## src/rtl/core/vpf_pkg.sv

```systemverilog
package vpf_pkg;

    // payload word count, clamped to the three words an item carries
    localparam int PAYLOAD_WORDS = 3;
    localparam int MAX_HELD      = 3;
    localparam int WORDS_EFF     = (PAYLOAD_WORDS < 1) ? 1 :
                                   ((PAYLOAD_WORDS > MAX_HELD) ? MAX_HELD : PAYLOAD_WORDS);
    localparam int PAY_BYTES     = 4 * WORDS_EFF;
    localparam int FRAME_BYTES   = 6 + PAY_BYTES;
    localparam int CNT_W         = (PAY_BYTES > 1) ? $clog2(PAY_BYTES) : 1;
    localparam int SHIFT_W       = 32 * MAX_HELD;

    localparam logic [7:0] LEN_BYTE          = 8'(PAY_BYTES);
    localparam logic [7:0] SYNC_FIRST_RESET  = 8'd65;
    localparam logic [7:0] SYNC_SECOND_RESET = 8'd67;

    // configuration register indexes
    localparam logic CFG_HEADER_FIRST  = 1'b0;
    localparam logic CFG_HEADER_SECOND = 1'b1;

    // frame sequencer states
    typedef enum logic [2:0] {
        ST_IDLE,
        ST_HDR1,
        ST_HDR2,
        ST_TYPE,
        ST_LEN,
        ST_PAY,
        ST_SUMA,
        ST_SUMB
    } t_state;

    // control from sequencer to checksum unit
    typedef struct packed {
        logic clear;
        logic add;
    } t_sum_ctl;

endpackage

```

## src/rtl/core/vpf_fletcher.sv

```systemverilog
module vpf_fletcher (
    input  logic              i_clk,
    input  logic              i_rst_n,
    input  vpf_pkg::t_sum_ctl i_ctl,
    input  logic [7:0]        i_byte,
    output logic [7:0]        o_sum_a,
    output logic [7:0]        o_sum_b
);
    import vpf_pkg::*;

    logic [7:0] r_sum_a, n_sum_a;
    logic [7:0] r_sum_b, n_sum_b;

    // running pair, wraps modulo 256
    always_comb begin
        n_sum_a = r_sum_a;
        n_sum_b = r_sum_b;
        if (i_ctl.clear) begin
            n_sum_a = 8'd0;
            n_sum_b = 8'd0;
        end else if (i_ctl.add) begin
            n_sum_a = r_sum_a + i_byte;
            n_sum_b = r_sum_b + n_sum_a;
        end
    end

    always_ff @(posedge i_clk) begin
        if (!i_rst_n) begin
            r_sum_a <= 8'd0;
            r_sum_b <= 8'd0;
        end else begin
            r_sum_a <= n_sum_a;
            r_sum_b <= n_sum_b;
        end
    end

    assign o_sum_a = r_sum_a;
    assign o_sum_b = r_sum_b;

`ifndef NO_ASSERTIONS
    a_clear_zero: assert property (@(posedge i_clk) disable iff (!i_rst_n)
        i_ctl.clear |=> (r_sum_a == 8'd0) && (r_sum_b == 8'd0))
        else $error("checksum pair not cleared");
    a_hold_idle: assert property (@(posedge i_clk) disable iff (!i_rst_n)
        !i_ctl.clear && !i_ctl.add |=> $stable(r_sum_a) && $stable(r_sum_b))
        else $error("checksum pair moved without add");
    a_b_tracks_a: assert property (@(posedge i_clk) disable iff (!i_rst_n)
        !i_ctl.clear && i_ctl.add |=> r_sum_b == $past(r_sum_b) + r_sum_a)
        else $error("checksum b did not accumulate a");
`endif

endmodule

```

## src/rtl/core/vector_packet_framer_unit.sv

```systemverilog
// Frames each input transfer (type byte and three 32-bit words) as an 18-byte
// packet: two sync bytes, type, length 12, the twelve payload bytes with each
// word least significant byte first, then Fletcher checksum A and B over type,
// length and payload. One frame byte leaves per cycle through a registered
// output unless the output stalls; the payload words sit in a shift register
// that moves one byte per cycle unless the output stalls, and the next item is
// taken in the cycle the final checksum byte is emitted. Output stalls hold
// the sequencer in its current state. The sync bytes come from two
// configuration registers, reset to 'A' and 'C'.
module vector_packet_framer_unit (
    input  logic        i_clk,
    input  logic        i_rst_n,
    input  logic        i_cfg_we,
    input  logic        i_cfg_index,
    input  logic [7:0]  i_cfg_data,
    input  logic        i_in_valid,
    output logic        o_in_ready,
    input  logic [7:0]  i_packet_type,
    input  logic [31:0] i_word_x,
    input  logic [31:0] i_word_y,
    input  logic [31:0] i_word_z,
    output logic        o_out_valid,
    input  logic        i_out_ready,
    output logic [7:0]  o_frame_byte,
    output logic        o_last_byte
);
    import vpf_pkg::*;

    t_state             r_state, n_state;
    logic [7:0]         r_hdr_first, r_hdr_second;
    logic [7:0]         r_type;
    logic [SHIFT_W-1:0] r_shift;
    logic [CNT_W-1:0]   r_cnt;
    logic               r_out_valid;
    logic [7:0]         r_out_byte;
    logic               r_out_last;

    logic       w_slot;
    logic       w_emit;
    logic [7:0] w_byte;
    logic       w_last;
    logic       w_pay_done;
    logic       w_in_xfer;
    t_sum_ctl   w_sum_ctl;
    logic [7:0] w_sum_a, w_sum_b;

    // output register free for a new byte this cycle
    assign w_slot     = !r_out_valid || i_out_ready;
    assign w_pay_done = (r_cnt == CNT_W'(PAY_BYTES - 1));
    assign o_in_ready = (r_state == ST_IDLE) || ((r_state == ST_SUMB) && w_slot);
    assign w_in_xfer  = i_in_valid && o_in_ready;

    // configuration registers
    always_ff @(posedge i_clk) begin
        if (!i_rst_n) begin
            r_hdr_first  <= SYNC_FIRST_RESET;
            r_hdr_second <= SYNC_SECOND_RESET;
        end else if (i_cfg_we) begin
            unique case (i_cfg_index)
                CFG_HEADER_FIRST:  r_hdr_first  <= i_cfg_data;
                CFG_HEADER_SECOND: r_hdr_second <= i_cfg_data;
                default:           r_hdr_first  <= r_hdr_first;
            endcase
        end
    end

    // next state
    always_comb begin
        n_state = r_state;
        unique case (r_state)
            ST_IDLE: if (w_in_xfer) n_state = ST_HDR1;
            ST_HDR1: if (w_slot) n_state = ST_HDR2;
            ST_HDR2: if (w_slot) n_state = ST_TYPE;
            ST_TYPE: if (w_slot) n_state = ST_LEN;
            ST_LEN:  if (w_slot) n_state = ST_PAY;
            ST_PAY:  if (w_slot && w_pay_done) n_state = ST_SUMA;
            ST_SUMA: if (w_slot) n_state = ST_SUMB;
            ST_SUMB: begin
                if (w_slot) n_state = w_in_xfer ? ST_HDR1 : ST_IDLE;
            end
            default: n_state = ST_IDLE;
        endcase
    end

    // byte selection and checksum control
    always_comb begin
        w_emit    = 1'b0;
        w_byte    = 8'd0;
        w_last    = 1'b0;
        w_sum_ctl = '0;
        unique case (r_state)
            ST_IDLE: ;
            ST_HDR1: begin w_emit = w_slot; w_byte = r_hdr_first;  end
            ST_HDR2: begin w_emit = w_slot; w_byte = r_hdr_second; end
            ST_TYPE: begin
                w_emit = w_slot; w_byte = r_type;        w_sum_ctl.add = w_slot;
            end
            ST_LEN: begin
                w_emit = w_slot; w_byte = LEN_BYTE;      w_sum_ctl.add = w_slot;
            end
            ST_PAY: begin
                w_emit = w_slot; w_byte = r_shift[7:0];  w_sum_ctl.add = w_slot;
            end
            ST_SUMA: begin w_emit = w_slot; w_byte = w_sum_a; end
            ST_SUMB: begin w_emit = w_slot; w_byte = w_sum_b; w_last = 1'b1; end
            default: ;
        endcase
        if (w_in_xfer) begin
            w_sum_ctl.clear = 1'b1;
        end
    end

    // control registers
    always_ff @(posedge i_clk) begin
        if (!i_rst_n) begin
            r_state     <= ST_IDLE;
            r_cnt       <= '0;
            r_out_valid <= 1'b0;
        end else begin
            r_state <= n_state;
            if (w_in_xfer) begin
                r_cnt <= '0;
            end else if ((r_state == ST_PAY) && w_slot) begin
                r_cnt <= r_cnt + CNT_W'(1);
            end
            if (w_emit) begin
                r_out_valid <= 1'b1;
            end else if (i_out_ready) begin
                r_out_valid <= 1'b0;
            end
        end
    end

    // payload shift line and output data
    always_ff @(posedge i_clk) begin
        if (w_in_xfer) begin
            r_type  <= i_packet_type;
            r_shift <= {i_word_z, i_word_y, i_word_x};
        end else if ((r_state == ST_PAY) && w_slot) begin
            r_shift <= {8'd0, r_shift[SHIFT_W-1:8]};
        end
        if (w_emit) begin
            r_out_byte <= w_byte;
            r_out_last <= w_last;
        end
    end

    vpf_fletcher u_fletcher (
        .i_clk   (i_clk),
        .i_rst_n (i_rst_n),
        .i_ctl   (w_sum_ctl),
        .i_byte  (w_byte),
        .o_sum_a (w_sum_a),
        .o_sum_b (w_sum_b)
    );

    assign o_out_valid  = r_out_valid;
    assign o_frame_byte = r_out_byte;
    assign o_last_byte  = r_out_last;

`ifndef NO_ASSERTIONS
    a_accept_starts: assert property (@(posedge i_clk) disable iff (!i_rst_n)
        w_in_xfer |=> r_state == ST_HDR1)
        else $error("accepted item did not start a frame");
    a_last_at_end: assert property (@(posedge i_clk) disable iff (!i_rst_n)
        r_out_valid && r_out_last |-> (r_state == ST_IDLE) || (r_state == ST_HDR1))
        else $error("final byte pending while frame still running");
    a_cnt_range: assert property (@(posedge i_clk) disable iff (!i_rst_n)
        r_state == ST_PAY |-> r_cnt <= CNT_W'(PAY_BYTES - 1))
        else $error("payload byte count out of range");
`endif

endmodule
```

## config.mk

```make
export PLATFORM = sky130hd
export DESIGN_NAME = vector_packet_framer_unit
export DESIGN_NICKNAME = d
export VERILOG_FILES = /design/src/rtl/core/vpf_pkg.sv /design/src/rtl/core/vpf_fletcher.sv /design/src/rtl/core/vector_packet_framer_unit.sv
export SDC_FILE = /design/constraint.sdc
export NUM_CORES = 1
export LEC_CHECK = 0
export BUFFER_PORTS_ARGS = -buffer_cell sky130_fd_sc_hd__buf_4
export CORE_MARGIN = 5
export CORE_UTILIZATION = 35
export DETAILED_ROUTE_END_ITERATION = 10
export PLACE_DENSITY_LB_ADDON = 0.12
export SETUP_SLACK_MARGIN = 0.05
export SLEW_MARGIN = 40
export SYNTH_ARGS = -nofsm -noshare
export SYNTH_HDL_FRONTEND = slang
export SYNTH_HIERARCHICAL = 1
export SYNTH_SLANG_ARGS = --single-unit
```

## constraint.sdc

```tcl
create_clock -name i_clk -period 27.1 [get_ports i_clk]
set_clock_uncertainty 0.1 [all_clocks]
set_input_delay 2.71 -clock i_clk [delete_from_list [all_inputs] [get_ports i_clk]]
set_output_delay 2.71 -clock i_clk [all_outputs]
set_load 0.1 [all_outputs]
```

==> qor.yml <==
synth_mux_area_share_pct: 18.23
routedWlPerCell_um: 17.63
max_stage_delay_ns: 0.33
gp_congestion: 0.7809
antenna_cells: 0
yosysTopAreaCellShare_pct: 47.26
crit_fanout: 9
clockPowerShare_pct: 32.7
grt_use_met3_pct: 4.722
multi_input_area_sq_mm: 0.002768
fin_cells: 941
synth-simple-area-share_pct: 8.050
port_buffers: 128
setup_viol: 0
nNetsFinal: 793
postLayoutCellArea_sq_mm: 0.008966
h-tree-depth: 4
num_rows: 52
hpwl_mm: 11.70
top_usage_layer: "met2"
fin_crit_ns: 6.476
synth_fp_nets: 670
syn_to_final_growth_pct: 24.86
via_per_inst: 4.951
cts_hold_buf: 0
startpoint_type: "primary input"
use_met2_pct: 22.85
synth-async-reset-ratio_pct: 0
seqCellArea_sq_mm: 0.004194
vdd_ir_drop_max_mv: 0.04163
dieArea_sq_mm: 0.02348
synth_compound_area_share_pct: 7.771
grt_use_met1_pct: 18.46
grt_pass1_wl_mm: 26.44
swShare_pct: 29.64
synth-seq-cells: 153
grt_max_degree: 91
mappedNetlistArea_sq_mm: 0.007181
switchingPower_w: 0.0002155
synthDistinctLibCells: 51
intPower_w: 0.0005114
fp.dieW_um: 153.2
track_usage_pct: 14.32
remaining_drc_errors: 0
path_clk_slew_ns: 0.06
slew_headroom_pct: 50.02
status: "finished clean"
synth_edf_count: 113
setup_tns_ns: 0
hold_path_depth: 2
drive_gt1_share_pct: 39.05
ant_nets: 0
whs_ns: 0.3559
cpMostUsedCell: "buf_4"
arrival_ns: 3.67
drt-initial-drc-count: 270
cts_buffers: 17
synth_top_area_cell: "edfxtp_1"
pin_count: 129
synth-xor-area-share_pct: 1.098
ctsResizeCount: 0
powerDensity_mw_per_mm2: 81.07
clockBufferDepth: 2
hold_start: "r_hdr_first[7]"
yosys.area_share.adder_pct: 3.171
crit_type: "primary input to output port"
synth_top_family_by_area: "multiplexers"
postCtsSetupBuffers: 0
cts-root-buf: "clkbuf_16"
worstMarginPinSlew_ns: 0.7498
antenna_found_initial: 0
critical-path-slowest-cell: "buf_4"
synth.avg_cell_area_sq_um: 13.42
crit_chain: "buf_4, nand2b_1, a21o_1, buf_4"
fillers: 1889
hp-class: "flop to flop"
end_kind: "output port"
power_frac_comb_pct: 24.1
fp.coreArea_sq_mm: 0.02023
grt_pass1_vias: 4937
die_h_um: 153.2
p_leak_nw: 3.412
reg2reg_depth: 17
place_area_sq_mm: 0.008347
finish.utilization_pct: 44.31
power_frac_seq_pct: 43.2
final.period_utilization_pct: 23.90
fmax_ghz: 0.1544
insertion_delay_ns: 0.42
r2r-start: "r_state[2]"
synth_cells: 535
crit_required_ns: 24.29
ys_seq_area_share_pct: 58.41
routed_wl_mm: 16.59
cp-startpoint: "i_out_ready"
finalHoldViolCount: 0
first_pass_iters: 5
drv_slew: 0
synth_area_leaders: "edfxtp_1, mux2_2, dfxtp_1, ha_1, nand2_1"
synth_ff_type: "edfxtp_1"
place_inst: 908
yosys_warnings: 6
rsz0062_at_grt: "no"
start_util_pct: 35.49
vias: 4659
tritoncts: "done"
grt_overflow_total: 0
clkSinkCount: 153
drv_cap: 0
-- placed cells by master, fill, tap and decap left out, types with 3 or more instances in the layout --
master / count
a22o_1: 3
a211oi_1: 3
a221oi_1: 6
clkinvlp_4: 3
o211ai_1: 5
nor2b_1: 7
edfxtp_1: 113
clkbuf_16: 17
or3_1: 4
nor2_1: 15
a21o_1: 5
o21ai_0: 11
mux4_2: 3
xor2_1: 4
xnor2_1: 5
nand3b_1: 4
nor3_1: 6
mux2i_1: 16
buf_4: 132
inv_1: 9
a22oi_1: 3
and3_1: 9
dfxtp_1: 40
nand2b_1: 6
nand2_1: 47
mux2_1: 11
mux2_2: 85
inv_6: 5
a21oi_1: 31
nand3_1: 11
ha_1: 15
-- worst max-delay path: cells and delay by family --
family	cells	cell delay, ns
buf+inv	2	0.42
compound gates	1	0.28
simple gates	1	0.25
-- power by group through the flow --
| stage | Clock, W | Combinational (W) | Sequential [W] |
|---|---|---|---|
| floorplan | 0 | 0.000103 | 0.000352 |
| global placement | 0 | 0.000171 | 0.000319 |
| detailed placement | 0 | 0.000174 | 0.000320 |
| CTS | 0.000245 | 0.000175 | 0.000315 |
| global route | 0.000255 | 0.000188 | 0.000317 |
| finish | 0.000238 | 0.000175 | 0.000314 |
-- Yosys cell counts (4+ instances only) --
library cell  number
a21oi_1           31
ha_1              15
a221oi_1           6
xnor2_1            5
nor2b_1            8
mux2_2            85
edfxtp_1         113
nand2_1           47
mux2_1            11
or3_1              4
o211ai_1           5
nand2b_1           6
xor2_1             4
nand3b_1           4
nor3_1             6
and3_1             9
buf_2              5
nand3_1           11
inv_1              9
nor2_1            16
clkbuf_1          12
mux2i_1           16
buf_6             10
o21ai_0           12
dfxtp_1           40
a21o_1             5
-- final cells by class --
type                    count  area share (%)
repair buffers            135           11.64
well taps                 270           3.768
clock buffers              18           4.786
flip-flops and latches    153           46.78
multi-input cells         342           30.87
inverters                   9          0.3768
clock inverters            14           1.786
-- per-stage QoR --
step           setup slack (ns)  total power [W]
3_5_place_dp              20.62        0.0004935
5_1_grt                   20.55        0.0007610
6_report                  20.62        0.0007268
2_1_floorplan             16.62        0.0004551
4_1_cts                   20.62        0.0007351
3_3_place_gp              20.67        0.0004904
-- kinds of logic (layout without fill, tap and decap cells) --
| kind of cell | after synthesis | in the layout |
|---|---|---|
| flops | 153 | 153 |
| simple gates | 118 | 118 |
| mux | 115 | 115 |
| compound gates | 83 | 83 |
| buf+inv | 40 | 176 |
| fa+ha+maj | 17 | 17 |
| xor+xnor | 9 | 9 |
-- layer usage --
layer  wire, um  up-vias
li1           -     2265
met1       7286     2229
met2       7852      145
met3       1160       20
met4        289        0
met5          0        -
-- path summary, 6_finish.rpt --
| check | end | slack [ns] |
|---|---|---|
| max | o_in_ready | 20.62 |
| min | r_hdr_first[7] | 0.36 |
| max reg2reg | u_fletcher/o_sum_b[7] | 22.65 |
| min reg2reg | r_hdr_first[7] | 0.36 |
-- state kept, by name, summed over array words and instances (netlist names) --
register and count:
r_shift 96, o_frame_byte 8, r_hdr_first 8, r_hdr_second 8, r_type 8, u_fletcher/o_sum_a 8, u_fletcher/o_sum_b 8, r_cnt 4
r_state 3, o_last_byte 1, o_out_valid 1
No activity file was read; power rests on OpenSTA's default activity.
